$ cat config.mk
export PLATFORM = sky130hd
export DESIGN_NAME = result_packer_48_96_to_128_top
export DESIGN_NICKNAME = d
export VERILOG_FILES = /design/src/hw/rtl/rp_pkg.sv /design/src/hw/rtl/rp_front.sv /design/src/hw/rtl/rp_queue.sv /design/src/hw/rtl/rp_back.sv /design/src/hw/rtl/result_packer_48_96_to_128_top.sv
export SDC_FILE = /design/constraint.sdc
export NUM_CORES = 1
export LEC_CHECK = 0
export BUFFER_PORTS_ARGS = -buffer_cell sky130_fd_sc_hd__buf_4
export CAP_MARGIN = 20
export CORE_ASPECT_RATIO = 1.75
export CORE_MARGIN = 2
export CORE_UTILIZATION = 42
export DETAILED_ROUTE_END_ITERATION = 10
export HOLD_SLACK_MARGIN = 0.12
export PLACE_DENSITY_LB_ADDON = 0.3
export SYNTH_ARGS = -nofsm -noshare
export SYNTH_HDL_FRONTEND = slang
export SYNTH_SLANG_ARGS = --single-unit
$ cat constraint.sdc
create_clock -name clk -period 12.9 [get_ports clk]
set_input_delay 0.645 -clock clk [delete_from_list [all_inputs] [get_ports clk]]
set_output_delay 0.645 -clock clk [all_outputs]
set_load 0.005 [all_outputs]
$ cat src/hw/rtl/rp_pkg.sv
// Shared types, constants and fill-level helpers for the 48/96 to 128-bit result packer.
// Used by rp_front, rp_queue, rp_back and the top level; no dependencies.
package rp_pkg;

  localparam int PIX_W   = 48;
  localparam int HALF_W  = 64;
  localparam int WORD_W  = 128;
  localparam int HOLD_W  = 112;
  localparam int FILL_W  = 7;
  localparam int PHASE_W = 3;

  localparam logic [7:0] WIDTH_THIRD = 8'd48;
  localparam logic [7:0] WIDTH_HALF  = 8'd96;
  localparam logic [7:0] WORD_BITS   = 8'd128;
  localparam logic [PHASE_W-1:0] HALF_LAST_PHASE = 3'd3;

  localparam int QDEPTH = 4;
  localparam int QPTR_W = $clog2(QDEPTH);
  localparam int QCNT_W = $clog2(QDEPTH + 1);

  localparam int PADDR_W = 3;
  localparam int PDATA_W = 32;
  localparam logic [0:0] REG_IDX_THIRD_MODE = 1'b0;

  typedef struct packed {
    logic [PIX_W-1:0] pixels_lo;
    logic [PIX_W-1:0] pixels_hi;
    logic             frame_last;
  } pix_item_t;

  typedef struct packed {
    logic [HALF_W-1:0] word_lo;
    logic [HALF_W-1:0] word_hi;
    logic              final_word;
  } word_item_t;

  // One queued input's work: an optional full word and an optional flush tail.
  typedef struct packed {
    logic [WORD_W-1:0] word0;
    logic [WORD_W-1:0] tail;
    logic              has_full;
    logic              has_tail;
    logic              last;
  } pack_entry_t;

  function automatic logic [FILL_W-1:0] fill_of(input logic [PHASE_W-1:0] phase,
                                                input logic third);
    logic [FILL_W-1:0] f;
    f = '0;
    if (third) begin
      case (phase)
        3'd0: f = 7'd0;
        3'd1: f = 7'd48;
        3'd2: f = 7'd96;
        3'd3: f = 7'd16;
        3'd4: f = 7'd64;
        3'd5: f = 7'd112;
        3'd6: f = 7'd32;
        3'd7: f = 7'd80;
        default: f = 7'd0;
      endcase
    end else begin
      case (phase)
        3'd0: f = 7'd0;
        3'd1: f = 7'd96;
        3'd2: f = 7'd64;
        default: f = 7'd32;
      endcase
    end
    return f;
  endfunction

  function automatic logic [WORD_W-1:0] low_mask(input logic [FILL_W-1:0] n);
    return (WORD_W'(1) << n) - WORD_W'(1);
  endfunction

endpackage

$ cat src/hw/rtl/rp_front.sv
// Front end of the result packer: accepts input items, tracks the fill phase and
// leftover bits, and builds the full word and flush tail each item produces. Uses rp_pkg.
module rp_front (
  input  logic                clk,
  input  logic                rst,
  input  logic                third_mode,
  input  logic                accept,
  input  rp_pkg::pix_item_t   item,
  output logic                entry_valid,
  output rp_pkg::pack_entry_t entry
);

  logic [rp_pkg::HOLD_W-1:0]  leftover;
  logic [rp_pkg::HOLD_W-1:0]  leftover_next;
  logic [rp_pkg::PHASE_W-1:0] phase;
  logic [rp_pkg::PHASE_W-1:0] phase_next;

  logic [rp_pkg::FILL_W-1:0]  fill;
  logic [7:0]                 width;
  logic [7:0]                 shr_amt;
  logic [rp_pkg::WORD_W-1:0]  r;
  logic [rp_pkg::WORD_W-1:0]  hold_m;
  logic [rp_pkg::WORD_W-1:0]  comb;
  logic [rp_pkg::WORD_W-1:0]  hold_full;
  logic [rp_pkg::HOLD_W-1:0]  hold;
  logic [rp_pkg::PHASE_W-1:0] adv_phase;
  logic                       has_full;
  logic                       has_tail;

  always_comb begin
    fill  = rp_pkg::fill_of(phase, third_mode);
    width = third_mode ? rp_pkg::WIDTH_THIRD : rp_pkg::WIDTH_HALF;
    if (third_mode) begin
      r = {80'b0, item.pixels_lo};
    end else begin
      r = {32'b0, item.pixels_hi, item.pixels_lo};
    end
    hold_m   = {16'b0, leftover} & rp_pkg::low_mask(fill);
    comb     = hold_m | (r << fill);
    has_full = ({1'b0, fill} + width) >= rp_pkg::WORD_BITS;
    shr_amt  = rp_pkg::WORD_BITS - {1'b0, fill};
    // A full word leaves only the input bits that did not fit.
    hold_full = has_full ? (r >> shr_amt) : comb;
    hold      = hold_full[rp_pkg::HOLD_W-1:0];

    if (third_mode) begin
      adv_phase = phase + 3'd1;
    end else if (phase >= rp_pkg::HALF_LAST_PHASE) begin
      adv_phase = '0;
    end else begin
      adv_phase = phase + 3'd1;
    end

    has_tail = item.frame_last && (adv_phase != '0);

    entry.word0    = comb;
    entry.tail     = {16'b0, hold} & rp_pkg::low_mask(rp_pkg::fill_of(adv_phase, third_mode));
    entry.has_full = has_full;
    entry.has_tail = has_tail;
    entry.last     = item.frame_last;
    entry_valid    = accept && (has_full || has_tail);

    leftover_next = leftover;
    phase_next    = phase;
    if (accept) begin
      // Drop everything at the end of a frame.
      if (item.frame_last) begin
        leftover_next = '0;
        phase_next    = '0;
      end else begin
        leftover_next = hold;
        phase_next    = adv_phase;
      end
    end
  end

  always_ff @(posedge clk) begin
    if (rst) begin
      leftover <= '0;
      phase    <= '0;
    end else begin
      leftover <= leftover_next;
      phase    <= phase_next;
    end
  end

endmodule

$ cat src/hw/rtl/rp_queue.sv
// Short entry queue between the packer front and back ends.
// Flop-based storage, one write and one head read per cycle. Uses rp_pkg.
module rp_queue (
  input  logic                clk,
  input  logic                rst,
  input  logic                wr_en,
  input  rp_pkg::pack_entry_t wr_data,
  input  logic                rd_en,
  output rp_pkg::pack_entry_t head,
  output logic                head_valid,
  output logic                full
);

  rp_pkg::pack_entry_t mem [rp_pkg::QDEPTH];

  logic [rp_pkg::QPTR_W-1:0] wr_ptr;
  logic [rp_pkg::QPTR_W-1:0] rd_ptr;
  logic [rp_pkg::QCNT_W-1:0] count;

  assign head       = mem[rd_ptr];
  assign head_valid = (count != '0);
  assign full       = (count == rp_pkg::QCNT_W'(rp_pkg::QDEPTH));

  always_ff @(posedge clk) begin
    if (wr_en) begin
      mem[wr_ptr] <= wr_data;
    end
  end

  always_ff @(posedge clk) begin
    if (rst) begin
      wr_ptr <= '0;
      rd_ptr <= '0;
      count  <= '0;
    end else begin
      if (wr_en) begin
        wr_ptr <= rp_pkg::QPTR_W'(wr_ptr + 1'b1);
      end
      if (rd_en) begin
        rd_ptr <= rp_pkg::QPTR_W'(rd_ptr + 1'b1);
      end
      case ({wr_en, rd_en})
        2'b10:   count <= count + 1'b1;
        2'b01:   count <= count - 1'b1;
        default: count <= count;
      endcase
    end
  end

  a_count_bound: assert property (@(posedge clk) disable iff (rst)
    count <= rp_pkg::QCNT_W'(rp_pkg::QDEPTH))
    else $error("queue count above depth");

  a_no_overflow: assert property (@(posedge clk) disable iff (rst)
    !(wr_en && full && !rd_en))
    else $error("queue written while full");

  a_no_underflow: assert property (@(posedge clk) disable iff (rst)
    rd_en |-> head_valid)
    else $error("queue read while empty");

endmodule

$ cat src/hw/rtl/rp_back.sv
// Back end of the result packer: drains queued entries into the output register,
// one 128-bit word per cycle while the receiver pops, full word before flush tail. Uses rp_pkg.
module rp_back (
  input  logic                clk,
  input  logic                rst,
  input  rp_pkg::pack_entry_t head,
  input  logic                head_valid,
  output logic                rd_en,
  input  logic                pop,
  output logic                empty,
  output rp_pkg::word_item_t  packed_word
);

  logic               out_valid;
  logic               out_valid_next;
  rp_pkg::word_item_t out_word;
  rp_pkg::word_item_t out_word_next;
  logic               sent_full;
  logic               sent_full_next;
  logic               load;

  assign empty       = !out_valid;
  assign packed_word = out_word;

  always_comb begin
    load           = !out_valid || pop;
    out_valid_next = out_valid && !pop;
    out_word_next  = out_word;
    sent_full_next = sent_full;
    rd_en          = 1'b0;
    if (load && head_valid) begin
      out_valid_next = 1'b1;
      if (head.has_full && !sent_full) begin
        out_word_next.word_lo    = head.word0[63:0];
        out_word_next.word_hi    = head.word0[127:64];
        out_word_next.final_word = head.last && !head.has_tail;
        // Hold the entry while its tail still has to go out.
        if (head.has_tail) begin
          sent_full_next = 1'b1;
        end else begin
          rd_en = 1'b1;
        end
      end else begin
        out_word_next.word_lo    = head.tail[63:0];
        out_word_next.word_hi    = head.tail[127:64];
        out_word_next.final_word = head.last;
        sent_full_next           = 1'b0;
        rd_en                    = 1'b1;
      end
    end
  end

  always_ff @(posedge clk) begin
    if (rst) begin
      out_valid <= 1'b0;
      sent_full <= 1'b0;
    end else begin
      out_valid <= out_valid_next;
      sent_full <= sent_full_next;
    end
  end

  always_ff @(posedge clk) begin
    out_word <= out_word_next;
  end

  a_split_pending: assert property (@(posedge clk) disable iff (rst)
    sent_full |-> (head_valid && head.has_tail && head.has_full))
    else $error("tail pending without a matching queue entry");

endmodule

$ cat src/hw/rtl/result_packer_48_96_to_128_top.sv
// Top level of the 48/96 to 128-bit result packer: config register, front end,
// entry queue and back end. Uses rp_pkg, rp_front, rp_queue, rp_back.
//
// Usage: the input side is a queue write port (push/full). Each transaction carries
// 48 valid bits in pixels_lo (third_mode = 1) or 96 bits in pixels_lo/pixels_hi
// (third_mode = 0), least significant bits packed first. Results come out of a queue
// read port (empty/pop) as 128-bit words; final_word marks the last word of a frame.
// An input with frame_last set flushes any partial word, zero-padded above its valid
// bits, and the packer starts the next frame empty.
// Throughput: one input per cycle while full is low, one output word per cycle while
// the receiver pops. An accepted word goes via the entry queue to the output register.
// A frame_last input that completes a word with bits left over puts out two words.
// When the receiver stalls, words wait in the output register and a four-entry queue;
// full rises once that queue fills and falls right after a pop that frees an entry
// (an entry holding a full word and a tail frees only after its second word).
// Reset (rst, synchronous) empties the queue and output, clears the fill phase and the
// hold register, and sets third_mode to 0. The user must write third_mode through
// the APB port (paddr[2] = 0) only while idle; the block does not enforce this.
module result_packer_48_96_to_128_top (
  input  logic                       clk,
  input  logic                       rst,
  input  logic                       push,
  output logic                       full,
  input  rp_pkg::pix_item_t          pixel_data,
  output logic                       empty,
  input  logic                       pop,
  output rp_pkg::word_item_t         packed_word,
  input  logic                       psel,
  input  logic                       penable,
  input  logic                       pwrite,
  input  logic [rp_pkg::PADDR_W-1:0] paddr,
  input  logic [rp_pkg::PDATA_W-1:0] pwdata,
  output logic [rp_pkg::PDATA_W-1:0] prdata,
  output logic                       pready
);

  logic                third_mode;
  logic                accept;
  logic                entry_valid;
  rp_pkg::pack_entry_t entry;
  rp_pkg::pack_entry_t head;
  logic                head_valid;
  logic                rd_en;
  logic                q_full;

  assign pready = 1'b1;
  assign full   = q_full;
  assign accept = push && !q_full;

  always_comb begin
    prdata = '0;
    if (paddr[2] == rp_pkg::REG_IDX_THIRD_MODE) begin
      prdata = {{(rp_pkg::PDATA_W-1){1'b0}}, third_mode};
    end
  end

  always_ff @(posedge clk) begin
    if (rst) begin
      third_mode <= 1'b0;
    end else if (psel && penable && pwrite && pready &&
                 (paddr[2] == rp_pkg::REG_IDX_THIRD_MODE)) begin
      third_mode <= pwdata[0];
    end
  end

  rp_front u_front (
    .clk         (clk),
    .rst         (rst),
    .third_mode  (third_mode),
    .accept      (accept),
    .item        (pixel_data),
    .entry_valid (entry_valid),
    .entry       (entry)
  );

  rp_queue u_queue (
    .clk        (clk),
    .rst        (rst),
    .wr_en      (entry_valid),
    .wr_data    (entry),
    .rd_en      (rd_en),
    .head       (head),
    .head_valid (head_valid),
    .full       (q_full)
  );

  rp_back u_back (
    .clk         (clk),
    .rst         (rst),
    .head        (head),
    .head_valid  (head_valid),
    .rd_en       (rd_en),
    .pop         (pop),
    .empty       (empty),
    .packed_word (packed_word)
  );

endmodule

==> impl_results.md, run 1 <==
- Worst Hold Endpoint: u_queue.mem[1][0]
- Gr usage total: 22.4%
- Post_cts resized: 0
- TritonCTS Buffers: around 110
- Internal power: between 8 and 9 mW
- Row Count: 170
- Buf/Inv on CP: 3
- DRT iter0 DRCs: 3005
- Seq/Total Area, Yosys: a little under 70%
- CTS clk-pin slew, worst paths: about 0.070 ns
- Fin crit share: 52.8%
- Pre-CTS setup slack: 6.18 ns
- Synth unique cells: 85
- Cts hold-fix bufs: 0
- Clock network power share: ~28%
- CTS sink cnt: 1231
- Power Total: ~12 mW
- Initial antenna violation count: 16
- WP data arrival: 7.26 ns
- Setup TNS Final: 0 ns
- EDFF count, synth: 1101
- Max-Cap Viols: 0
- RR Startpoint: u_front.phase[0]
- Die X: 270 µm
- WL/cell: 28.1 µm
- Post-route non-filler standard cell count: 5091
- Avg Cell Area, Syn: 16.3 µm²
- Tmin final: slightly below 7 ns
- Hold_ws: ~0.21 ns
- Post-synth top flop: edfxtp_1
- Dpl hpwl: 93300 µm
- Fin util: 48.1%
- Final WL: 143000 µm
- Largest stage delay, worst path: 0.85 ns
- Cell family with most CP delay: adder cells
- Max-slew violations: 0
- Die area: 0.127 mm²
- Share of post-route cells with drive strength above 1: approximately a quarter
- Net Sw Power: roughly 3.7 mW
- Sequential cell area: 0.0357 mm²
- Leakage dissipation: 20.0 nW
- Cell count after synthesis: 3175
- Worst vdd ir: roughly 0.48 mV
- Synthesis Warnings: 0
- FMAX: 147 MHz
- Postcts setup bufs: 0
- Final setup fails: 0
- Core footprint: 0.123 mm²
- Clock Tree Buf Depth: 3
- Post-Synthesis Cell Area: ~0.052 mm²
- Worst-path cell chain: inv_1, ha_1, o21bai_2, nor2_4, nor2_4, inv_4, ha_1, ha_1, clkinv_1, ha_1, nor3b_1, mux2_4, a211o_1, a32oi_1, nor2_1
- Top-level I/O count: between 300 and 400
- Slowest cell on crit path: ha_1
- Rel. slew slack: between 10% and 20%
- Crit path top cell by count: ha_1
- Switching share of power: between 30% and 40%
- Worst r2r dst: u_queue.mem[0][90]
- Vias in the first global route: ~30k
- Pre-Repair DR Iteration Count: 5
- Final antenna-violating net count: 0
- DP Area: 0.0552 mm²
- IO Port Bufs: approximately 240
- CP endpoint kind: flop
- Final setup margin: 6.09 ns
- Initial Utilization: between 40% and 50%
- R2r setup slk: between 6 and 7 ns
- Combinational share of power: 28.0%
- Final-layout fill cell count: around 10k
- Crit Path Category: reg -> reg
- Synthesized flop and latch total: 1231
- Worst Clk Skew: 0.0292 ns
- Final Hold Fails: 0
- Pwr Density: 210 mW/mm²
- First-pass GRT wire length: 207000 µm
- Inst Count DP: 4884
- Layout area overhead: 13.7%
- Worst r2r path cells: 15
- RSZ-0062 raised after global routing: false
- Status: complete, no violations
- Crit-path max FO: between 50 and 60
- Final net count: 3526
- Die Ht: approximately 470 µm
- CTS tree: built
- Largest net degree at the start of global routing: about 160
- Grt ovf: 0
- Avg Vias per Cell: 5.99
- Drt drc: 0
- CP Data Required Time: 13.36 ns
- CP Launch Type: flop
- Seq pwr share: 44.1%
- Hold Crit Class: in -> reg
- Worst skew pair latency: 0.74 ns
- Async SR Flop Fraction: 0%
- Cells on Worst Hold Path: 1
- # H-tree levels: 3
- Multi-input logic area: 0.0149 mm²
- Hold wc startpoint: pixel_data[0]
- Clock root cell: clkbuf_16
- GP Congestion: 0.956
- Vias: between 30k and 40k
- Design Area, Final: 0.0590 mm²
- Slew @ Worst Pin: around 1.3 ns
==> cell families after synthesis <==
| family | after synthesis | share of synthesized area (%) |
|---|---|---|
| and+or+nand+nor | 482 | 4.14 |
| DFF | 1231 | 68.7 |
| AOI/OAI and AO/OA | 650 | 8.94 |
| xor gates and xnor gates | 8 | 0.135 |
| buffers and inverters | 349 | 3.04 |
| other | 2 | 0.0145 |
| muxes | 427 | 14.4 |
| adders and majority gates | 26 | 0.641 |
==> final cells by class <==
class	count	share of cell area (%)
repair buffers	300	3.90
diodes	4	0.0170
clock inverters	76	1.43
flip-flops and latches	1231	60.4
well taps	1634	3.46
inverters	94	0.602
multi-input cells	1625	25.2
clock buffers	127	4.99
==> sequential cells by signal, summed over array words and instances, names as in the netlist, named ones only <==
register and flops:
u_back.out_valid 1, third_mode 1, u_front.phase 3, u_queue.rd_ptr 2, u_queue.count 3, u_back.packed_word 129, u_back.sent_full 1, u_queue.wr_ptr 2
u_front.leftover 112, u_queue.mem 972
==> placed cells by master, fill, tap and decap left out, drive strengths merged, types with 31 or more instances in the layout <==
cell / n
a21oi: 84
a221oi: 32
a22o: 31
a22oi: 83
buf: 300
clkbuf: 127
clkinv: 41
conb: 32
dfxtp: 130
edfxtp: 1101
inv: 105
mux2: 114
mux2i: 70
mux4: 243
nand2: 210
nor2: 128
nor2b: 35
nor3: 39
o21ai: 94
o221ai: 45
o22ai: 108
==> worst register-to-register path, stage by stage, from the launching register on <==
cell      delay (ns)
dfxtp_1         0.50
inv_1           0.14
ha_1            0.31
o21bai_2        0.77
nor2_4          0.09
nor2_4          0.55
inv_4           0.44
ha_1            0.43
ha_1            0.28
clkinv_1        0.42
ha_1            0.86
nor3b_1         0.37
mux2_4          0.40
a211o_1         0.46
a32oi_1         0.09
nor2_1          0.43
==> how the worst max path moves through the flow <==
stage                           startpoint            endpoint  depth (start not counted)
after detailed placement  u_front.phase[0]  u_queue.mem[1][90]                         15
after floorplan                        pop    u_queue.count[2]                          9
after global placement    u_front.phase[0]  u_queue.mem[0][90]                         15
final                     u_front.phase[0]  u_queue.mem[0][90]                         15
after global routing      u_front.phase[0]  u_queue.mem[0][90]                         15
after CTS                 u_front.phase[0]  u_queue.mem[0][90]                         15
==> routing by layer <==
layer / vias up / GRT usage, % / wire length (µm)
met4: 22 / 11.4 / 7480
met3: 343 / 4.33 / 11300
li1: 13000 / - / -
met1: 15700 / 28.2 / 54400
met2: 1478 / 36.9 / 69500
met5: - / 0.301 / 187
==> power by group through the flow <==
stage / combinational, mW / clock [mW] / sequential, mW
floorplan: 2.08 / 0 / 5.64
global placement: 3.50 / 0 / 5.53
detailed placement: 3.52 / 0 / 5.55
CTS: 3.53 / 3.53 / 5.47
global route: 3.71 / 3.67 / 5.51
finish: 3.46 / 3.46 / 5.46
==> synth_stat cells (25+ instances only) <==
cell type	n	area share, %
inv_1	82	0.59
clkbuf_1	131	0.95
a221oi_1	32	0.54
dfxtp_1	130	5.0
a21oi_1	83	0.80
o22ai_1	107	1.3
buf_4	41	0.59
o221ai_1	45	0.76
o21ai_0	86	0.83
mux2i_1	70	1.4
mux2_2	113	2.5
a22oi_1	82	1.2
edfxtp_1	1101	64
nor3_1	37	0.36
a22o_1	31	0.52
mux4_2	243	11
nand2_1	209	1.5
nor2b_1	35	0.42
ha_1	25	0.60
buf_2	58	0.56
nor2_1	124	0.90
(Power assumes the default switching activity.)
==> inputs of run 2 (changes only) <==
==> constraint.sdc (replaced) <==
create_clock -name clk -period 5.9 [get_ports clk]
set_input_delay 0.295 -clock clk [delete_from_list [all_inputs] [get_ports clk]]
set_output_delay 0.295 -clock clk [all_outputs]
set_load 0.005 [all_outputs]
==> run 2 against run 1 <==
Die area is the same. Worst setup slack lost 5.4 ns. Via count rose by 1.2%. Highest routed layer unchanged. Clock skew increased by 0.017 ns. First-iteration DRC count up 15%.
==> impl_results.md, run 2 (same netlist as run 1, synthesis figures left out) <==
- Status: complete, no violations
- WP data arrival: about 5.6 ns
- Vias: around 31k
- Worst r2r path cells: 13
- WL/cell: about 28 µm
- Rel. slew slack: 24.3%
- Crit path to: u_queue.mem[2][64]
- Max-slew violations: 0
- Max-Cap Viols: 0
- Avg Vias per Cell: 5.94
- First-pass GRT wire length: between 200000 and 250000 µm
- Clock network power share: roughly 28%
- Drt drc: 0
- Dpl hpwl: 95500 µm
- Pre-Repair DR Iteration Count: 6
- Clock root cell: clkbuf_16
- Leading cell types in the layout, fill and taps excluded: 1101 x edfxtp_1, 310 x buf_4, 243 x mux4_2
- Leakage dissipation: 20.5 nW
- Crit-path max FO: 15
- R2r setup slk: 0.73 ns
- CP Launch Type: flop
- Crit path top cell by count: ha_1
- Slowest cell on crit path: or4b_1
- Share of post-route cells with drive strength above 1: 26.2%
- GP Congestion: 0.974
- DRT iter0 DRCs: 3464
- Core footprint: 0.123 mm²
- Die area: 0.127 mm²
- Vias in the first global route: 30.6k
- CTS tree: built
- Die X: about 270 µm
- DP Area: 0.0555 mm²
- Gr usage total: 22.4%
- Grt ovf: 0
- Worst skew pair latency: 0.77 ns
- Final-layout fill cell count: 10.3k
- Layout area overhead: 16.0%
- Largest net degree at the start of global routing: 153
- Tmin final: approximately 5.2 ns
- Worst-path cell chain: inv_1, ha_1, a211o_1, a21boi_0, inv_1, ha_1, a221oi_1, or2_0, nor2_1, nand2_1, ha_1, or4b_1, o22ai_1
- Crit path from: u_front.phase[2]
- # H-tree levels: 3
- Top reg by flops: u_queue.mem
- Design Area, Final: 0.0602 mm²
- Fin crit share: between 80% and 90%
- Final net count: 3632
- Commonest non-fill, non-tap cell in the layout: edfxtp_1
- Worst r2r dst: u_queue.mem[2][64]
- Pwr Density: 453 mW/mm²
- Crit Path Category: reg -> reg
- Switching share of power: 30.0%
- Sequential cell area: 0.0357 mm²
- CP Data Required Time: 6.36 ns
- CTS clk-pin slew, worst paths: 0.08 ns
- Final WL: between 100000 and 150000 µm
- RSZ-0062 raised after global routing: false
- Net Sw Power: 8.19 mW
- Final setup fails: 0
- Worst vdd ir: 0.473 mV
- Final Hold Fails: 0
- Row Count: 170
- Hold_ws: 0.201 ns
- Worst Clk Skew: 0.0458 ns
- Die Ht: 469 µm
- RR Startpoint: u_front.phase[2]
- Seq pwr share: 43.9%
- Slew @ Worst Pin: between 1 and 1.5 ns
- Initial Utilization: 42.3%
- CTS sink cnt: 1231
- Multi-input logic area: 0.0149 mm²
- Internal power: 19.1 mW
- Postcts setup bufs: 0
- Top-level I/O count: slightly above 300
- Hold Crit Class: in -> reg
- Combinational share of power: 27.9%
- Clock Tree Buf Depth: 3
- Post_cts resized: 0
- IO Port Bufs: 237
- FMAX: 193 MHz
- CP endpoint kind: flop
- Largest stage delay, worst path: 0.86 ns
- Initial antenna violation count: 8
- TritonCTS Buffers: 108
- Final antenna-violating net count: 0
- Max reg flops: 972
[run 2: cell type report]
class | instances | share of cell area (%)
Tap cell | 1634 | 3.40
Multi-Input combinational cell | 1625 | 24.7
Sequential cell | 1231 | 59.2
Timing Repair Buffer | 407 | 5.66
Clock buffer | 128 | 4.68
Inverter | 94 | 0.590
Antenna cell | 3 | 0.0125
Clock inverter | 75 | 1.74
[run 2: routing by layer]
layer | GRT usage, % | wire [µm] | vias to the layer above
met2 | 37.3 | 70900 | 1493
li1 | - | - | 13200
met3 | 3.88 | 10500 | 287
met5 | 0 | 47 | -
met4 | 11.2 | 7210 | 8
met1 | 28.5 | 55800 | 15900
[run 2: critical path, delay by kind of cell (launching register included)]
kind / cells / cell delay, ns
DFF: 1 / 0.56
adders and majority gates: 3 / 0.79
and+or+nand+nor: 4 / 1.44
AOI/OAI and AO/OA: 4 / 1.81
buffers and inverters: 2 / 0.24
[run 2: worst min path at each step]
| stage | start | to | slack, ns | cells past startpoint |
|---|---|---|---|---|
| 6_report | pixel_data[68] | u_front.leftover[19] | 0.20 | 6 |
| 5_1_grt | pixel_data[49] | u_queue.mem[0][131] | 0.20 | 3 |
| 4_1_cts | pixel_data[49] | u_queue.mem[0][131] | 0.12 | 3 |
| 3_5_place_dp | u_front.leftover[13] | u_front.leftover[13] | 0.44 | 2 |
| 3_3_place_gp | u_front.leftover[1] | u_front.leftover[1] | 0.43 | 2 |
| 2_1_floorplan | pixel_data[0] | u_queue.mem[0][0] | 0.39 | 0 |
[run 2: stage by stage]
stage / util, % / worst slack (ns) / TNS [ns] / instances / power (mW)
after floorplan: - / -0.292 / -283.62 / 3205 / 16.7
after global placement: 45.2 / 0.943 / 0 / 4905 / 19.7
after detailed placement: 45.2 / 0.850 / 0 / 4906 / 19.8
after CTS: 49.1 / 0.779 / 0 / 5194 / 27.6
after global routing: 49.1 / 0.495 / 0 / 5195 / 28.4
final: 49.1 / 0.727 / 0 / 5197 / 27.3
[run 2: timing repair]
item | in CTS | in global routing
hold buffers | 85 | 0
endpoints found under the hold margin | 179 | 0
endpoints found under the setup margin | 0 | 0
[run 2: power by group through the flow]
stage / clock (mW) / combinational (mW) / sequential (mW)
3_5_place_dp: 0 / 7.67 / 12.2
2_1_floorplan: 0 / 4.55 / 12.2
3_3_place_gp: 0 / 7.61 / 12.1
6_report: 7.68 / 7.62 / 12.0
5_1_grt: 8.13 / 8.13 / 12.1
4_1_cts: 7.83 / 7.77 / 12.0
